[src/hw/rtl/tsc_pkg.sv]
// Shared types, constants and helper functions of the trajectory smoothing block.
// No dependencies; every other file of the block refers to this package by scope.
`default_nettype none

package tsc_pkg;

    localparam int RAD_W  = 5;   // radius register and frame distance width
    localparam int SPAN_W = 6;   // window span, at most twice the radius
    localparam int CNT_W  = 7;   // frames seen in a sequence, saturating
    localparam int SUM_W  = 40;  // window sum width

    localparam logic [RAD_W-1:0] RADIUS_RESET = 5'd15;
    localparam logic [CNT_W-1:0] COUNT_CAP    = 7'd127;

    typedef struct packed {
        logic signed [23:0] delta_x;
        logic signed [23:0] delta_y;
        logic signed [15:0] delta_rot;
        logic               last_frame;
    } in_item_t;

    typedef struct packed {
        logic signed [31:0] corrected_dx;
        logic signed [31:0] corrected_dy;
        logic signed [31:0] corrected_dangle;
        logic        [30:0] peak_dev_x;
        logic        [30:0] peak_dev_y;
        logic               last_result;
    } out_item_t;

    // One ring entry: the frame delta and the path value after it
    typedef struct packed {
        logic signed [23:0] dx;
        logic signed [23:0] dy;
        logic signed [15:0] da;
        logic signed [31:0] px;
        logic signed [31:0] py;
        logic signed [31:0] pa;
    } ring_entry_t;

    // Request from the front part to the back part
    typedef struct packed {
        logic              wr;        // store the entry in the rings
        logic              emit;      // form one result
        logic              fin;       // final result of the sequence
        logic [RAD_W-1:0]  back_dist; // result frame distance behind the newest frame
        logic [SPAN_W-1:0] span;      // window reaches this far behind the newest frame
        ring_entry_t       entry;
    } cmd_t;

    // Back part handshake status, watched at the top level
    typedef struct packed {
        logic pop;
        logic load;
    } back_stat_t;

    // Clamp a wide signed value to signed 32 bits
    function automatic logic signed [31:0] sat32(input logic signed [35:0] v);
        logic signed [35:0] hi;
        logic signed [35:0] lo;
        hi = 36'sh07FFFFFFF;
        lo = -36'sh080000000;
        if (v > hi)
            return 32'sh7FFFFFFF;
        else if (v < lo)
            return 32'sh80000000;
        else
            return v[31:0];
    endfunction

    // Window span for the frame back_dist behind newest frame t, radius r
    function automatic logic [SPAN_W-1:0] span_of(input logic [CNT_W-1:0] t,
                                                  input logic [RAD_W-1:0] back_dist,
                                                  input logic [RAD_W-1:0] r);
        logic [CNT_W-1:0] k;
        logic [RAD_W-1:0] lo;
        k  = t - {2'b00, back_dist};
        lo = (k < {2'b00, r}) ? k[RAD_W-1:0] : r;
        return {1'b0, back_dist} + {1'b0, lo};
    endfunction

endpackage

`default_nettype wire

[src/hw/rtl/tsc_queue.sv]
// Two-entry request queue between the front and back parts.
// Depends on tsc_pkg for the request type.
`default_nettype none

module tsc_queue (
    input  wire logic           clk,
    input  wire logic           rst_n,
    input  wire logic           push,
    input  wire tsc_pkg::cmd_t  din,
    output logic                full,
    input  wire logic           pop,
    output tsc_pkg::cmd_t       dout,
    output logic                empty
);

    tsc_pkg::cmd_t  slot_reg [2];
    logic           wp_reg;
    logic           rp_reg;
    logic [1:0]     fill_reg;

    assign full  = (fill_reg == 2'd2);
    assign empty = (fill_reg == 2'd0);
    assign dout  = slot_reg[rp_reg];

    // Store requests
    always_ff @(posedge clk)
    begin
        if (push && !full)
            slot_reg[wp_reg] <= din;
    end

    // Track fill level and pointers
    always_ff @(posedge clk or negedge rst_n)
    begin
        if (!rst_n)
        begin
            wp_reg   <= 1'b0;
            rp_reg   <= 1'b0;
            fill_reg <= 2'd0;
        end
        else
        begin
            if (push && !full)
                wp_reg <= !wp_reg;
            if (pop && !empty)
                rp_reg <= !rp_reg;
            fill_reg <= fill_reg + 2'((push && !full) ? 1 : 0)
                                 - 2'((pop && !empty) ? 1 : 0);
        end
    end

endmodule

`default_nettype wire

[config.mk]
export PLATFORM = sky130hd
export DESIGN_NAME = tsc_queue
export DESIGN_NICKNAME = d
export VERILOG_FILES = /design/src/hw/rtl/tsc_pkg.sv /design/src/hw/rtl/tsc_queue.sv
export SDC_FILE = /design/constraint.sdc
export NUM_CORES = 1
export LEC_CHECK = 0
export ABC_AREA = 0
export BUFFER_PORTS_ARGS = -buffer_cell sky130_fd_sc_hd__buf_2
export CORE_UTILIZATION = 58
export CTS_BUF_LIST = sky130_fd_sc_hd__clkbuf_4
export DETAILED_ROUTE_END_ITERATION = 8
export PLACE_DENSITY = 0.95
export SETUP_SLACK_MARGIN = 0.2
export SLEW_MARGIN = 10
export SYNTH_ARGS = -nofsm -noshare
export SYNTH_HDL_FRONTEND = slang
export SYNTH_SLANG_ARGS = --single-unit
[constraint.sdc]
create_clock -name clk -period 14.8 [get_ports clk]
set_input_delay 0.74 -clock clk [delete_from_list [all_inputs] [get_ports clk]]
set_output_delay 0.74 -clock clk [all_outputs]
set_load 0.05 [all_outputs]
# Word-level counts from Yosys, hierarchy flattened

Memory sizes are Yosys's and may differ from the RTL's.
Cells that the tools add are included.

Flip-flop bits (word level): 4
Memory bits (writable): 348
Word-level logic and storage cells: 18
Memories: 1

Add/sub/neg operators: 2
Equality and inequality tests: 1
Multiplexer cells: 4
Reductions and logical operators: 7

Memories:

| memory   | depth | width | read ports | clocked after Yosys merged registers in | write ports | RTL line        | source |
|---|---|---|---|---|---|---|---|
| slot_reg | 2     | 174   | 1          | 0                                       | 1           | tsc_queue.sv:16 | `tsc_pkg::cmd_t slot_reg [2];` |

Operator list:

| cell               | number |
|---|---|
| $logic_not 1->1    | 4 |
| $mux 1             | 4 |
| $add 2x1->2        | 1 |
| $eq 2x2->1 const B | 1 |
| $logic_and 1x1->1  | 2 |
| $logic_not 2->1    | 1 |
| $sub 2x1->2        | 1 |

# Longest topological paths before layout

Word-level depth: 6
Mapped depth: 7
Depth with buffers taken out: 7

# Least setup slack after synthesis

OpenSTA, ideal clock, no wires.

Path type: input to register
Start point: input push
End point: memory slot_reg[0][0] (netlist name), enable pin
Setup time: 0.710 ns
Arrival time: 8.051 ns
Required time: 14.090 ns
Slack: 6.038 ns
Stages: 2
Buffers on the path: 0
Cells stage by stage: nand2_1 nor2_1

Cells in the longest elaborated chain, start to end: 3

Ends and longest elaborated chain:

| item                         | RTL line        | source |
|---|---|---|
| from (decl)                  | tsc_queue.sv:8  | `input wire logic push,` |
| $logic_and 1x1->1            | tsc_queue.sv:28 | `if (push && !full)` |
| $mux 1                       | tsc_queue.sv:28 |  |
| $mux 1 (not written as such) | tsc_queue.sv:29 | `slot_reg[wp_reg] <= din;` |
| to (decl)                    | tsc_queue.sv:16 |  |

No other way between the ends.

==> results_dict.tcl <==
set metrics [dict create \
    run_status "completed" \
    fin_crit_sh 0.244 \
    ant_nets 0 \
    grt_pass1_wl_um 38200 \
    yosys.area.top_type "edfxtp_1" \
    startpoint_type "flip-flop" \
    holdPathStages 1 \
    num_rows 53 \
    min_path_type "in2reg" \
    drv_slew 0 \
    path_class "reg2out" \
    ctsRootBufferMaster "clkbuf_4" \
    synthMuxAreaShare 0.153 \
    grt.total_usage 0.229 \
    postCtsSetupRepairBufs 0 \
    seq_power_share 0.385 \
    area_growth_syn_to_layout_pct 23.3 \
    worst_setup_path_end_kind "primary output" \
    critPathMaxFanout 79 \
    worst-slew-pin-transition_ns 1.10 \
    p_clk_frac 0.196 \
    cp_slowest_stage_delay_ns 0.80 \
    synth_top_family_by_area "multiplexers" \
    worstHoldStart "din[72]" \
    grt_antenna_before_repair 3 \
    grt-ovfl-total 0 \
    p_int_mw 2.14 \
    initial_core_util 0.599 \
    io_buffers 353 \
    via_count 6963 \
    syn-num-nets 739 \
    timing.rr.end "slot_reg[0][59]$_DFFE_PP_" \
    synth_compound_area_frac 0 \
    cts_tree "yes" \
    worstPathCellList "buf_4, mux2_2, buf_2" \
    cts_sinks 352 \
    period_needed_ns 3.62 \
    io_pins 354 \
    multi_input_area_sq_mm 0.00206 \
    slew_headroom 0.266 \
    insertion_delay_ns 0.67 \
    ys_ff_latch 352 \
    cp.arrival_ns 2.88 \
    ff_latch_area_sq_mm 0.0106 \
    dieHeight_um 151 \
    rsz0062_at_grt "false" \
    max_cap_viol_count 0 \
    cts_max_path_buffers 3 \
    syn_area_sq_mm 0.0128 \
    netlist.area_leader.share 0.816 \
    syn_inst 559 \
    hold_viol 0 \
    finalSetupTns_ns 0 \
    synth_cell_types 15 \
    numCtsBuffers 84 \
    globalplace.congestion 0.773 \
    p_leak_nw 6.02 \
    final_cell_mix "buf_2, edfxtp_1, mux2_2, clkbuf_4, clkinv_1" \
    ctsResizeCount 0 \
    yosys.area_share.simple 0.00235 \
    layout-drive-gt1-share 0.632 \
    yosysSeqAreaShare 0.824 \
    final_cells 1317 \
    wl_um 26600 \
    slowest_stage "buf_4" \
    nNetsFinal 1166 \
    drt-initial-drc-count 370 \
    dieArea_sq_mm 0.0227 \
    switching_share 0.425 \
    vias_per_cell 5.29 \
    r2r-start "fill_reg[1]$_DFF_PN0_" \
    ir_drop_mv 0.185 \
    fill_cells 1230 \
    yosysWarnings 0 \
    cp.required_ns 14.06 \
    powerDensity_mw_per_mm2 236 \
    cp-startpoint "rp_reg$_DFFE_PN0P_" \
    finalSetupViolations 0 \
    clk_pin_slew_ns 0.07 \
    final_common_cell "buf_2" \
    synth_xor_area_frac 0.00274 \
    dpl.hpwl_um 17200 \
    drc 0 \
    grt_pass1_vias 7515 \
    max_freq_ghz 0.276 \
    chipWidth_um 151 \
    syn_area_per_cell_sq_um 22.9 \
    pwr-share-comb 0.419 \
    first_pass_iters 4 \
    rr_worst_depth 4 \
    fin_skew_ns 0.0294 \
    wl_per_cell_um 20.2 \
    r2r_setup_slack_ns 12.21 \
    htree_levels 3 \
    hold_buffers 1 \
    min_to "slot_reg[1][72]$_DFFE_PP_" \
    p_switching_mw 1.58 \
    grt_max_degree 82 \
    dpl.cell_count 1174 \
    path_buf_inv 2 \
    synthTopCellsByArea "edfxtp_1, mux2_2, buf_6, dfrtp_1, xnor2_1" \
    synth-adder-area-share 0.00195 \
    largest_reg_flops 348 \
    crit_family "buffers and inverters" \
    coreArea_sq_mm 0.0214 \
]
## power by group through the flow
stage	Clock (mW)	Combinational, mW	Sequential [mW]
floorplan	0	1.28	1.47
global placement	0	1.54	1.43
detailed placement	0	1.56	1.45
CTS	0.749	1.57	1.44
global route	0.798	1.62	1.45
finish	0.729	1.56	1.44
## how the worst max path moves through the flow
stage          slack [ns]                  endpoint  cells after the start
4_1_cts             11.17                  dout[59]                      3
6_report            11.18                  dout[38]                      3
2_1_floorplan        6.04  slot_reg[0][0]$_DFFE_PP_                      2
3_3_place_gp        11.91                  dout[38]                      3
3_5_place_dp        11.89                  dout[59]                      3
5_1_grt             11.04                  dout[63]                      3
## kinds of logic (layout without fill, tap and decap cells)
kind of cell,after synthesis,count (layout)
buf+inv,21,502
mux,174,174
xor+xnor,4,4
simple gates,6,6
other cells,0,2
fa+ha+maj,2,2
flops,352,352
## metrics by stage
stage | util | hold WS, ns | cell area (sq um) | worst slack (ns) | total power, mW
6_report | 0.739 | 0.260 | 15800 | 11.18 | 3.73
5_1_grt | 0.739 | 0.171 | 15800 | 11.04 | 3.87
4_1_cts | 0.739 | 0.190 | 15800 | 11.17 | 3.76
3_5_place_dp | 0.692 | 0.497 | 14800 | 11.89 | 3.02
3_3_place_gp | 0.692 | 0.486 | 14800 | 11.91 | 2.97
2_1_floorplan | - | 0.444 | 12800 | 6.04 | 2.75
## cell usage after synthesis
cell type  number
edfxtp_1      348
mux2_2        174
buf_6          15
dfrtp_1         4
xnor2_1         3
buf_2           2
buf_4           2
ha_1            2
inv_1           2
nor2_1          2
and3_1          1
nand2_1         1
nand2b_1        1
nor2b_1         1
xor2_1          1
## routing by layer
layer	track usage	routed length [um]	share of wire
met5	0	11	0.00041
met4	0.112	829	0.031
met3	0.0900	2380	0.089
met2	0.408	14000	0.53
met1	0.231	9320	0.35
## area by class of cell
class	count	area share
diodes	2	0.000317
inverters	2	0.000476
multi-input cells	186	0.131
flip-flops and latches	352	0.669
well taps	275	0.0218
clock inverters	26	0.00856
repair buffers	360	0.115
clock buffers	114	0.0542
No activity file was read; power rests on OpenSTA's default activity.
