===== src/hw/rtl/tsc_pkg.sv =====
// Shared types, constants and helper functions of the trajectory smoothing block.
// No dependencies; every other file of the block refers to this package by scope.
`default_nettype none

package tsc_pkg;

    localparam int RAD_W  = 5;   // radius register and frame distance width
    localparam int SPAN_W = 6;   // window span, at most twice the radius
    localparam int CNT_W  = 7;   // frames seen in a sequence, saturating
    localparam int SUM_W  = 40;  // window sum width

    localparam logic [RAD_W-1:0] RADIUS_RESET = 5'd15;
    localparam logic [CNT_W-1:0] COUNT_CAP    = 7'd127;

    typedef struct packed {
        logic signed [23:0] delta_x;
        logic signed [23:0] delta_y;
        logic signed [15:0] delta_rot;
        logic               last_frame;
    } in_item_t;

    typedef struct packed {
        logic signed [31:0] corrected_dx;
        logic signed [31:0] corrected_dy;
        logic signed [31:0] corrected_dangle;
        logic        [30:0] peak_dev_x;
        logic        [30:0] peak_dev_y;
        logic               last_result;
    } out_item_t;

    // One ring entry: the frame delta and the path value after it
    typedef struct packed {
        logic signed [23:0] dx;
        logic signed [23:0] dy;
        logic signed [15:0] da;
        logic signed [31:0] px;
        logic signed [31:0] py;
        logic signed [31:0] pa;
    } ring_entry_t;

    // Request from the front part to the back part
    typedef struct packed {
        logic              wr;        // store the entry in the rings
        logic              emit;      // form one result
        logic              fin;       // final result of the sequence
        logic [RAD_W-1:0]  back_dist; // result frame distance behind the newest frame
        logic [SPAN_W-1:0] span;      // window reaches this far behind the newest frame
        ring_entry_t       entry;
    } cmd_t;

    // Back part handshake status, watched at the top level
    typedef struct packed {
        logic pop;
        logic load;
    } back_stat_t;

    // Clamp a wide signed value to signed 32 bits
    function automatic logic signed [31:0] sat32(input logic signed [35:0] v);
        logic signed [35:0] hi;
        logic signed [35:0] lo;
        hi = 36'sh07FFFFFFF;
        lo = -36'sh080000000;
        if (v > hi)
            return 32'sh7FFFFFFF;
        else if (v < lo)
            return 32'sh80000000;
        else
            return v[31:0];
    endfunction

    // Window span for the frame back_dist behind newest frame t, radius r
    function automatic logic [SPAN_W-1:0] span_of(input logic [CNT_W-1:0] t,
                                                  input logic [RAD_W-1:0] back_dist,
                                                  input logic [RAD_W-1:0] r);
        logic [CNT_W-1:0] k;
        logic [RAD_W-1:0] lo;
        k  = t - {2'b00, back_dist};
        lo = (k < {2'b00, r}) ? k[RAD_W-1:0] : r;
        return {1'b0, back_dist} + {1'b0, lo};
    endfunction

endpackage

`default_nettype wire


===== src/hw/rtl/tsc_front.sv =====
// Front part: accepts frames, keeps the saturating path sums and frame count,
// and issues ring writes and result requests. Depends on tsc_pkg.
`default_nettype none

module tsc_front #(
    parameter int RING_DEPTH = 64,
    parameter int MAX_RADIUS = 31
) (
    input  wire logic                       clk,
    input  wire logic                       rst_n,
    input  wire logic [tsc_pkg::RAD_W-1:0]  radius,
    input  wire logic                       item_valid,
    output logic                            item_stall,
    input  wire tsc_pkg::in_item_t          item,
    output logic                            push,
    output tsc_pkg::cmd_t                   cmd,
    input  wire logic                       full
);

    localparam int R_LIM = (MAX_RADIUS < (RING_DEPTH - 1) / 2) ? MAX_RADIUS
                                                               : (RING_DEPTH - 1) / 2;
    localparam logic [tsc_pkg::RAD_W-1:0] R_MAX = tsc_pkg::RAD_W'(R_LIM);

    typedef enum logic [1:0] {
        F_IDLE  = 2'b01,
        F_FLUSH = 2'b10
    } fstate_t;

    fstate_t                     state_reg;
    logic [tsc_pkg::CNT_W-1:0]   t_reg;
    logic [tsc_pkg::CNT_W-1:0]   ft_reg;
    logic [tsc_pkg::RAD_W-1:0]   r_reg;
    logic [tsc_pkg::RAD_W-1:0]   fd_reg;
    logic signed [31:0]          sum_x_reg;
    logic signed [31:0]          sum_y_reg;
    logic signed [31:0]          sum_a_reg;

    logic                        accept;
    logic [tsc_pkg::RAD_W-1:0]   r_cur;
    logic [tsc_pkg::RAD_W-1:0]   d_cur;
    logic signed [31:0]          sum_x_next;
    logic signed [31:0]          sum_y_next;
    logic signed [31:0]          sum_a_next;

    assign item_stall = (state_reg == F_FLUSH) || full;
    assign accept     = item_valid && !item_stall;

    // Latch the radius on the first frame of a sequence
    assign r_cur = (t_reg == '0) ? ((radius > R_MAX) ? R_MAX : radius) : r_reg;

    // Accumulate the camera path with saturation
    assign sum_x_next = tsc_pkg::sat32(36'(sum_x_reg) + 36'(item.delta_x));
    assign sum_y_next = tsc_pkg::sat32(36'(sum_y_reg) + 36'(item.delta_y));
    assign sum_a_next = tsc_pkg::sat32(36'(sum_a_reg) + 36'(item.delta_rot));

    // Oldest pending result distance: the radius, or fewer on a short sequence
    always_comb
    begin
        if (!item.last_frame)
            d_cur = r_cur;
        else if (t_reg < {2'b00, r_cur})
            d_cur = t_reg[tsc_pkg::RAD_W-1:0];
        else
            d_cur = r_cur;
    end

    // Build the request for the queue
    always_comb
    begin
        cmd = '0;
        unique case (state_reg)
            F_IDLE:
            begin
                push           = accept;
                cmd.wr         = 1'b1;
                cmd.emit       = item.last_frame || (t_reg >= {2'b00, r_cur});
                cmd.fin        = item.last_frame && (d_cur == '0);
                cmd.back_dist  = d_cur;
                cmd.span       = tsc_pkg::span_of(t_reg, d_cur, r_cur);
                cmd.entry.dx   = item.delta_x;
                cmd.entry.dy   = item.delta_y;
                cmd.entry.da   = item.delta_rot;
                cmd.entry.px   = sum_x_next;
                cmd.entry.py   = sum_y_next;
                cmd.entry.pa   = sum_a_next;
            end
            F_FLUSH:
            begin
                push          = !full;
                cmd.emit      = 1'b1;
                cmd.fin       = (fd_reg == '0);
                cmd.back_dist = fd_reg;
                cmd.span      = tsc_pkg::span_of(ft_reg, fd_reg, r_reg);
            end
            default:
            begin
                push = 1'b0;
            end
        endcase
    end

    // Advance the sequence state
    always_ff @(posedge clk or negedge rst_n)
    begin
        if (!rst_n)
        begin
            state_reg <= F_IDLE;
            t_reg     <= '0;
            ft_reg    <= '0;
            r_reg     <= '0;
            fd_reg    <= '0;
            sum_x_reg <= '0;
            sum_y_reg <= '0;
            sum_a_reg <= '0;
        end
        else
        begin
            unique case (state_reg)
                F_IDLE:
                begin
                    if (accept)
                    begin
                        r_reg <= r_cur;
                        if (item.last_frame)
                        begin
                            // Clear the sequence; drain the remaining results
                            sum_x_reg <= '0;
                            sum_y_reg <= '0;
                            sum_a_reg <= '0;
                            t_reg     <= '0;
                            if (d_cur != '0)
                            begin
                                state_reg <= F_FLUSH;
                                fd_reg    <= d_cur - 1'b1;
                                ft_reg    <= t_reg;
                            end
                        end
                        else
                        begin
                            sum_x_reg <= sum_x_next;
                            sum_y_reg <= sum_y_next;
                            sum_a_reg <= sum_a_next;
                            if (t_reg != tsc_pkg::COUNT_CAP)
                                t_reg <= t_reg + 1'b1;
                        end
                    end
                end
                F_FLUSH:
                begin
                    if (!full)
                    begin
                        fd_reg <= fd_reg - 1'b1;
                        if (fd_reg == '0)
                            state_reg <= F_IDLE;
                    end
                end
                default:
                begin
                    state_reg <= F_IDLE;
                end
            endcase
        end
    end

endmodule

`default_nettype wire


===== config.mk =====
export PLATFORM = sky130hd
export DESIGN_NAME = tsc_front
export DESIGN_NICKNAME = d
export VERILOG_FILES = /design/src/hw/rtl/tsc_pkg.sv /design/src/hw/rtl/tsc_front.sv
export SDC_FILE = /design/constraint.sdc
export NUM_CORES = 1
export LEC_CHECK = 0
export BUFFER_PORTS_ARGS = -buffer_cell sky130_fd_sc_hd__buf_4
export CAP_MARGIN = 20
export CORE_ASPECT_RATIO = 1.4
export CORE_MARGIN = 2
export CORE_UTILIZATION = 52
export DETAILED_ROUTE_END_ITERATION = 16
export PLACE_DENSITY = 0.8
export SETUP_SLACK_MARGIN = 0.15
export SLEW_MARGIN = 0
export SYNTH_ARGS = -nofsm -noshare
export SYNTH_HDL_FRONTEND = slang
export SYNTH_SLANG_ARGS = --single-unit

===== constraint.sdc =====
create_clock -name clk -period 6.78 [get_ports clk]
set_clock_uncertainty 0.2 [all_clocks]
set_input_delay 1.017 -clock clk [delete_from_list [all_inputs] [get_ports clk]]
set_output_delay 1.017 -clock clk [all_outputs]
set_load 0.02 [all_outputs]

# After elaboration in Yosys (flattened, before gate mapping)
# Cells that the tools add are included.
dict set report totals {
  word_cells 86
  regBits 122
  output_inout_bits 176
  input_bits 74
}
dict set report op_classes {
  order_cmp 11
  add_sub_neg 10
  eq_ne 8
  n_reduce_logical 17
  muxes 32
}
# operator n
set ops {}
lappend ops {{$mux 32} 9}
lappend ops {{$mux 160} 1}
lappend ops {{$gt 33x32->1 const B} 3}
lappend ops {{$lt 33x32->1 const B} 3}
lappend ops {{$add 32x24->33} 2}
lappend ops {{$mux 5} 10}
lappend ops {{$add 32x16->33} 1}
lappend ops {{$pmux 13 s2} 1}
lappend ops {{$lt 7x5->1} 3}
lappend ops {{$mux 7} 2}
lappend ops {{$sub 7x5->7} 2}
lappend ops {{$add 5x5->6} 2}
lappend ops {{$logic_not 5->1} 2}
lappend ops {{$mux 2} 5}
lappend ops {{$pmux 5 s2} 1}
lappend ops {{$reduce_and 5->1} 2}
lappend ops {{$sub 5x1->5 const B} 2}
lappend ops {{$ne 2x2->1 const B} 4}
lappend ops {{$add 7x1->7 const B} 1}
lappend ops {{$ge 7x5->1} 1}
lappend ops {{$logic_not 7->1} 1}
lappend ops {{$ne 7x7->1 const B} 1}
lappend ops {{$gt 5x5->1 const B} 1}
lappend ops {{$reduce_bool 5->1} 1}
lappend ops {{13 further kinds} 17}

# Longest topological paths before layout
# Gate-level depths: netlist (run 1).
dict set report depth {
  ltp_word 11
  mapped_depth 33
  depth_no_buf 32
}

# Worst setup path before layout (run 1)
# OpenSTA, ideal clock, no wires.
dict set report synth_timing {
  path_kind {register to output}
  start {reg t_reg[1] (netlist bit)}
  end {out cmd[164] (netlist bit)}
  n_path_buf 1
  arrival_time_ns 6.246
  setup_slack_ns -0.683
  required_time_ns 5.563
  path_stages_with_launch 33
  cell_sequence {dfrtp_1 > inv_1 > ha_1 > nor3b_2 > nand2_2 > mux2i_1 > ha_1 > or3_1 > a31oi_1 > nand2_1 > a31oi_1 > and2_1 > buf_4 > a21oi_2 > ha_1 > fa_1 > nor2b_1 > o21ai_0 > nand2b_1 > xnor2_1 > inv_1 > ha_1 > a21oi_1 > o311ai_0 > a21oi_1 > mux2i_1 > ha_1 > fa_1 > a21o_1 > a21oi_1 > xnor2_1 > a22oi_1 > nor2_1}
}
# item line
set synth_lines {}
lappend synth_lines {{start: declaration} tsc_front.sv:30} ;# logic [tsc_pkg::CNT_W-1:0] t_reg;
lappend synth_lines {{start signal: assignment} tsc_front.sv:144} ;# t_reg <= t_reg + 1'b1;
lappend synth_lines {{end: declaration} tsc_front.sv:16} ;# output tsc_pkg::cmd_t cmd,

==> Flow_metrics.wiki, run 1 <==
{| class="wikitable"
! Metric !! Value
|-
| Fraction of final layout cells sized beyond drive strength 1 || 23.55%
|-
| Yosys warnings || 0
|-
| Max Fanout on Critical Path || 5
|-
| Number of DRC markers after the initial detailed-route iteration || 698
|-
| Leading register cell type out of synthesis || dfrtp_1
|-
| IO Count || 250
|-
| Synthesized area per cell || 8.152 sq um
|-
| Final-layout setup total negative slack || -2.144 ns
|-
| Arrival time at the worst endpoint || 6.09 ns
|-
| Slowest-stage cell, CP || o311ai_0
|-
| Violated checks || negative setup slack
|-
| CTS Buffer Depth || 2
|-
| Type of the worst setup path || register to output pin
|-
| Crit path setup slack, layout || -0.5284 ns
|-
| Final worst-path cycle share || 107.8%
|-
| Tightest Pin Transition || 1.126 ns
|-
| Initial Util || 53.04%
|-
| Synth cell types || 93
|-
| Maximum number of pins on one net before global-route repair || 87
|-
| H-tree depth || 4
|-
| Detail Route met2 WL || 21,970 microns
|-
| Leading area contributor after synthesis || dfrtp_1
|-
| Asr flop ratio synth || 100.0%
|-
| Nets@finish || 2,092
|-
| Area of the core || 25,470 sq um
|-
| Startpoint of the worst setup timing path || t_reg[1]$_DFFE_PN0P_
|-
| CTS sink count || 122
|-
| Netlist Area Pre-Place || 13,510 sq um
|-
| Area of the die || 27,300 sq um
|-
| Worst Hold Class || input port to async pin
|-
| Clock insertion delay at the later pin of the skew report || 0.43 ns
|-
| Final count of hold timing violations || 0
|-
| Sequential cell area || 3054 sq um
|-
| Nature of the critical path startpoint || register
|-
| Fillcell total || 2,130
|-
| Post-synth EDFFs || 0
|-
| CTS Root Buffer Type || clkbuf_16
|-
| GRT Overall Usage || 30.09%
|-
| Average routed wire per standard cell || 18.96 microns
|-
| Wire length the detailed router placed on met1 || 15,360 microns
|-
| Antenna-violating nets left || 0
|-
| Total routed wirelength || 41,980 microns
|-
| Multi-input gate area || 9852 sq um
|-
| RSZ-0062 raised after global routing || true
|-
| HPWL after detailed placement || 31,750 microns
|-
| Number of input and output port buffers inserted || 249
|-
| FF-to-FF Start || state_reg[0]$_DFFE_PN1P_
|-
| Clock tree from TritonCTS || done
|-
| Status || finished, violations left
|-
| F_max || 136.8 MHz
|-
| Maximum cell stage delay along the critical path || 0.61 ns
|-
| Final weighted congestion of routability-driven global placement || 0.9407
|-
| Clock edge transition at the registers on the reported setup and hold paths || 0.06 ns
|-
| Hold bufs inserted after CTS || 0
|-
| Horizontal extent of the die || 140.2 microns
|-
| Syn Nets || 1,868
|-
| First-pass detailed-route iteration total || 6
|-
| Overall overflow remaining after global route || 0
|-
| Post-route DRC || 0
|-
| Total of max-cap violations || 0
|-
| Normalized max-slew margin || 24.94%
|-
| Yosys top cell area share || 22.42%
|-
| Buf/Inv on CP || 7
|-
| Top cells by count, synth || nand2_1 (170), a21oi_1 (156), ha_1 (130)
|-
| Cell family with most CP delay || compound AO/OA/AOI/OAI gates
|-
| Cell with the most instances on the worst path || a21oi_2
|-
| Count of vias placed by the detailed router || 13,721
|-
| Final min period || 7.308 ns
|-
| Top layer reached by signal wires || met4
|-
| Required @ worst endpoint || 5.56 ns
|-
| Wire length of the first global-routing pass || 67,240 microns
|-
| Synth top area cells || dfrtp_1 (22%), ha_1 (12%), a21oi_1 (5.8%)
|-
| Routed met3 length || 2469 microns
|-
| Sequential fraction of the synthesis area || 22.61%
|-
| P&R area growth vs syn || 22.91%
|-
| Via count of the first global-routing pass || 13,782
|-
| Number of pins with negative max-slew slack in the final report || 0
|-
| Standard-cell row count || 69
|-
| Vias per cell || 6.197
|-
| Number of buffers created by CTS || 17
|-
| Leading cell type by number of instances after synthesis || nand2_1
|-
| Initial antenna violation count || 1
|-
| Cell count after synthesis || 1,657
|-
| Die height || 194.7 microns
|-
| Register bit total from synthesis || 122
|-
| Kind of capture point of the worst setup path || output pin
|-
| Number of endpoints failing setup at the final stage || 6
|}
-- routing by layer --
layer / track usage (%) / vias up
met5: 0 / -
met4: 16.35 / 0
met3: 4.311 / 134
met2: 56.55 / 551
met1: 31.98 / 6516
li1: - / 6520
-- per-stage QoR --
stage | utilization, % | worst slack [ns] | cell area [sq um] | hold WS (ns) | std cells
floorplan | - | -0.1811 | 13610 | 0.2525 | 1657
global placement | 61.69 | -0.08351 | 15710 | 0.2666 | 2169
detailed placement | 61.69 | -0.2306 | 15710 | 0.2798 | 2169
CTS | 64.51 | -0.4941 | 16430 | 0.2936 | 2204
global route | 65.18 | -0.8864 | 16600 | 0.2737 | 2213
finish | 65.19 | -0.5284 | 16600 | 0.2764 | 2214
-- cell families (layout without fill, tap and decap cells) --
logic type                 after synthesis  in the layout  share of synthesized area, %
AOI/OAI and AO/OA                      582            582                         29.85
and+or+nand+nor                        493            493                         18.20
buffers and inverters                  173            410                         6.030
adders and majority gates              139            139                         13.23
DFF                                    122            122                         22.61
xor gates and xnor gates               121            121                         7.846
muxes                                   27             27                         2.232
other                                    0              1                             0
-- final timing paths --
path                                             end  cells after the start  slack [ns]
max in group asynchronous  sum_a_reg[26]$_DFFE_PN0P_                      3        4.80
hold reg to reg            sum_y_reg[18]$_DFFE_PN0P_                      2        0.29
min in group clk           sum_y_reg[18]$_DFFE_PN0P_                      2        0.29
setup reg to reg            sum_y_reg[6]$_DFFE_PN0P_                      8        2.03
hold / removal              sum_y_reg[9]$_DFFE_PN0P_                      1        0.28
setup / recovery                            cmd[163]                     30       -0.53
-- layout make-up --
type	instances	share of cell area, %
Inverter	67	1.515
Sequential cell	122	18.40
Clock buffer	18	2.585
Tap cell	319	2.404
Antenna cell	1	0.01507
Multi-Input combinational cell	1362	59.34
Clock inverter	14	1.326
Timing Repair Buffer	311	14.42
-- worst reg2reg max path: cells and delay by family, from the launching register on --
kind / cells / cell delay (ns)
adder cells (fa/ha/maj): 1 / 0.50
AND/OR/NAND/NOR: 4 / 2.80
AO/OA/AOI/OAI: 1 / 0.12
buffers and inverters: 2 / 0.51
flip-flops: 1 / 0.54
-- layout by cell type (no fill, tap or decap), drive strengths merged, types with 7 or more instances in the layout --
cell type,instances
a2111oi,7
a211oi,19
a21o,48
a21oi,158
a221o,60
a22oi,7
a31oi,18
and2,72
and3,16
buf,311
clkbuf,18
dfrtp,121
fa,7
ha,130
inv,69
mux2,9
mux2i,18
nand2,172
nand2b,19
nand3,41
nand4,12
nor2,80
nor2b,23
nor3,22
nor4,7
o211ai,40
o21a,19
o21ai,136
o21bai,13
or2,8
or3,8
xnor2,69
xor2,52
-- repair_timing --
action	in CTS	in global routing
setup buffers	3	7
hold endpoints to repair	0	0
resized for setup	12	13
endpoints found under the setup margin	6	6
pin swaps	22	12
Power of run 1 is left out: the tool's default activity adds up to more than one toggle a clock period on the data nets, which glitch-free logic cannot reach.
==> run 2: changes to the inputs <==
--- a/config.mk
+++ b/config.mk
@@ -11,7 +11,7 @@
 export CORE_MARGIN = 2
 export CORE_UTILIZATION = 52
 export DETAILED_ROUTE_END_ITERATION = 16
-export PLACE_DENSITY = 0.8
+export PLACE_DENSITY = 0.84
 export SETUP_SLACK_MARGIN = 0.15
 export SLEW_MARGIN = 0
 export SYNTH_ARGS = -nofsm -noshare
==> Flow_metrics.wiki, run 2 (synthesis gave the netlist of run 1 again) <==
{| class="wikitable"
! Metric !! Value
|-
| Status || finished, violations left
|-
| Number of buffers created by CTS || 17 (unchanged)
|-
| Kind of capture point of the worst setup path || output pin
|-
| Horizontal extent of the die || 140.2 microns (unchanged)
|-
| Average routed wire per standard cell || 19.45 microns (+2.6%)
|-
| Maximum cell stage delay along the critical path || 0.38 ns (-0.23 ns)
|-
| Worst Hold Class || register to register
|-
| Clock insertion delay at the later pin of the skew report || 0.42 ns (about the same)
|-
| Cell family with most CP delay || compound AO/OA/AOI/OAI gates
|-
| Final instance area || 16,710 sq um (+0.63%)
|-
| Number of input and output port buffers inserted || 249 (unchanged)
|-
| Final count of hold timing violations || 0 (unchanged)
|-
| F_max || 135.7 MHz (-0.85%)
|-
| Die height || 194.7 microns (unchanged)
|-
| Wire length of the first global-routing pass || 69,020 microns (+2.6%)
|-
| Nets@finish || 2,098 (+0.29%)
|-
| Most common cell after layout, fill and taps aside || buf_4
|-
| Post-route DRC || 0 (unchanged)
|-
| Max Fanout on Critical Path || 3 (-2)
|-
| Violated checks || negative setup slack
|-
| Number of endpoints failing setup at the final stage || 5 (-1)
|-
| Final weighted congestion of routability-driven global placement || 0.9903 (+5.3%)
|-
| Final worst-path cycle share || 108.7% (+0.92 points)
|-
| CTS sink count || 122 (unchanged)
|-
| Arrival time at the worst endpoint || 6.15 ns (+0.06 ns)
|-
| Path length in cells of the critical path || 32 (+6.7%)
|-
| Final min period || 7.371 ns (+0.06269 ns)
|-
| IO Count || 250 (unchanged)
|-
| Depth of the worst hold-timing path || 2
|-
| Buf/Inv on CP || 5 (-2)
|-
| Clock edge transition at the registers on the reported setup and hold paths || 0.06 ns (about the same)
|-
| Most used cells in the layout excluding fill and tap cells || buf_4 (310), nand2_1 (169), a21oi_1 (148)
|-
| Post-place setup slack || -0.2780 ns (-0.04739 ns)
|-
| Crit path setup slack, layout || -0.5911 ns (-0.06269 ns)
|-
| CTS Root Buffer Type || clkbuf_16
|-
| Vias per cell || 6.340 (+2.3%)
|-
| Area of the die || 27,300 sq um (unchanged)
|-
| P&R area growth vs syn || 23.68%
|-
| Number of DRC markers after the initial detailed-route iteration || 1,158 (+66%)
|-
| Fraction of final layout cells sized beyond drive strength 1 || 24.21% (+0.66 points)
|-
| Total of max-cap violations || 0 (unchanged)
|-
| Nature of the critical path startpoint || register
|-
| Standard-cell row count || 69 (unchanged)
|-
| RSZ-0062 raised after global routing || true
|-
| Number of pins with negative max-slew slack in the final report || 0 (unchanged)
|-
| Slowest-stage cell, CP || dfrtp_1
|-
| HPWL after detailed placement || 32,000 microns (+0.77%)
|-
| Type of the worst setup path || register to output pin
|-
| Count of vias placed by the detailed router || 14,069 (+2.5%)
|-
| CTS Buffer Depth || 2 (unchanged)
|-
| Tightest Pin Transition || 1.127 ns (+0.0007111 ns)
|-
| Antenna-violating nets left || 0 (unchanged)
|-
| Area of the core || 25,470 sq um (unchanged)
|-
| Depth of the worst register-to-register path || 8 (unchanged)
|-
| GRT Overall Usage || 30.82% (+0.74 points)
|-
| H-tree depth || 4 (unchanged)
|-
| Maximum number of pins on one net before global-route repair || 72 (-17%)
|-
| Area post-placement || 15,730 sq um (+0.13%)
|-
| Final-layout setup total negative slack || -2.414 ns (-0.2700 ns)
|-
| Fillcell total || 2,043 (-4.1%)
|-
| Required @ worst endpoint || 5.56 ns (about the same)
|-
| Total routed wirelength || 43,160 microns (+2.8%)
|-
| First-pass detailed-route iteration total || 8 (+2)
|-
| Clock tree from TritonCTS || done
|-
| Normalized max-slew margin || 24.90% (-0.048 points)
|-
| Initial antenna violation count || 0 (-1)
|-
| Initial Util || 53.04% (unchanged)
|-
| Overall overflow remaining after global route || 0 (unchanged)
|-
| Diodes inserted || 0 (-1)
|-
| Via count of the first global-routing pass || 14,040 (+1.9%)
|}
-- run 2: final cells by class --
| class | count | area, sq um | share of cell area [%] |
|---|---|---|---|
| inverter | 67 | 251.5 | 1.505 |
| timing repair buffer | 317 | 2422 | 14.50 |
| tap | 319 | 399.1 | 2.389 |
| clock inverter | 11 | 167.7 | 1.004 |
| multi-input combinational | 1362 | 9941 | 59.50 |
| clock buffer | 21 | 470.5 | 2.816 |
| sequential | 122 | 3054 | 18.28 |
-- run 2: worst reg2reg max path: stages (launching register included) --
cell and delay (ns):
dfstp_2 0.55, inv_1 0.05, ha_1 0.53, nor2_1 0.45
nand3_4 0.62, nor2_1 0.88, nand2b_1 0.67, buf_4 0.44
o211ai_1 0.24
-- run 2: worst paths after layout --
check	startpoint	endpoint	slack [ns]
max	t_reg[1]$_DFFE_PN0P_	cmd[163]	-0.59
max reg2reg	state_reg[0]$_DFFE_PN1P_	sum_y_reg[5]$_DFFE_PN0P_	2.07
max in group asynchronous	rst_n	state_reg[1]$_DFFE_PN0P_	4.47
min reg2reg	ft_reg[2]$_DFFE_PN0P_	ft_reg[2]$_DFFE_PN0P_	0.29
min	ft_reg[2]$_DFFE_PN0P_	ft_reg[2]$_DFFE_PN0P_	0.29
min in group asynchronous	rst_n	sum_y_reg[12]$_DFFE_PN0P_	0.49
-- run 2: metrics by stage --
step	instances	hold slack, ns	util [%]
2_1_floorplan	1657	0.2525	-
3_3_place_gp	2168	0.2684	61.66
3_5_place_dp	2169	0.2779	61.77
4_1_cts	2211	0.2911	64.87
5_1_grt	2219	0.3177	65.60
6_report	2219	0.2901	65.60
-- run 2: repair_timing --
action                                  in CTS  in global routing
pin swaps                                   27                 21
buffers inserted                            10                  8
endpoints found under the setup margin       6                  6
gates resized for setup                     20                 20
hold buffers                                 0                  0
-- run 2: metal layers --
metal / track usage (%) / vias to the layer above / share of wire [%]
met4: 15.41 / 0 / 4.3
met1: 35.60 / 6741 / 38
li1: - / 6519 / -
met2: 55.05 / 659 / 50
met5: 0 / - / 0
met3: 4.730 / 150 / 6.9
Power of run 2 is left out for the same reason.
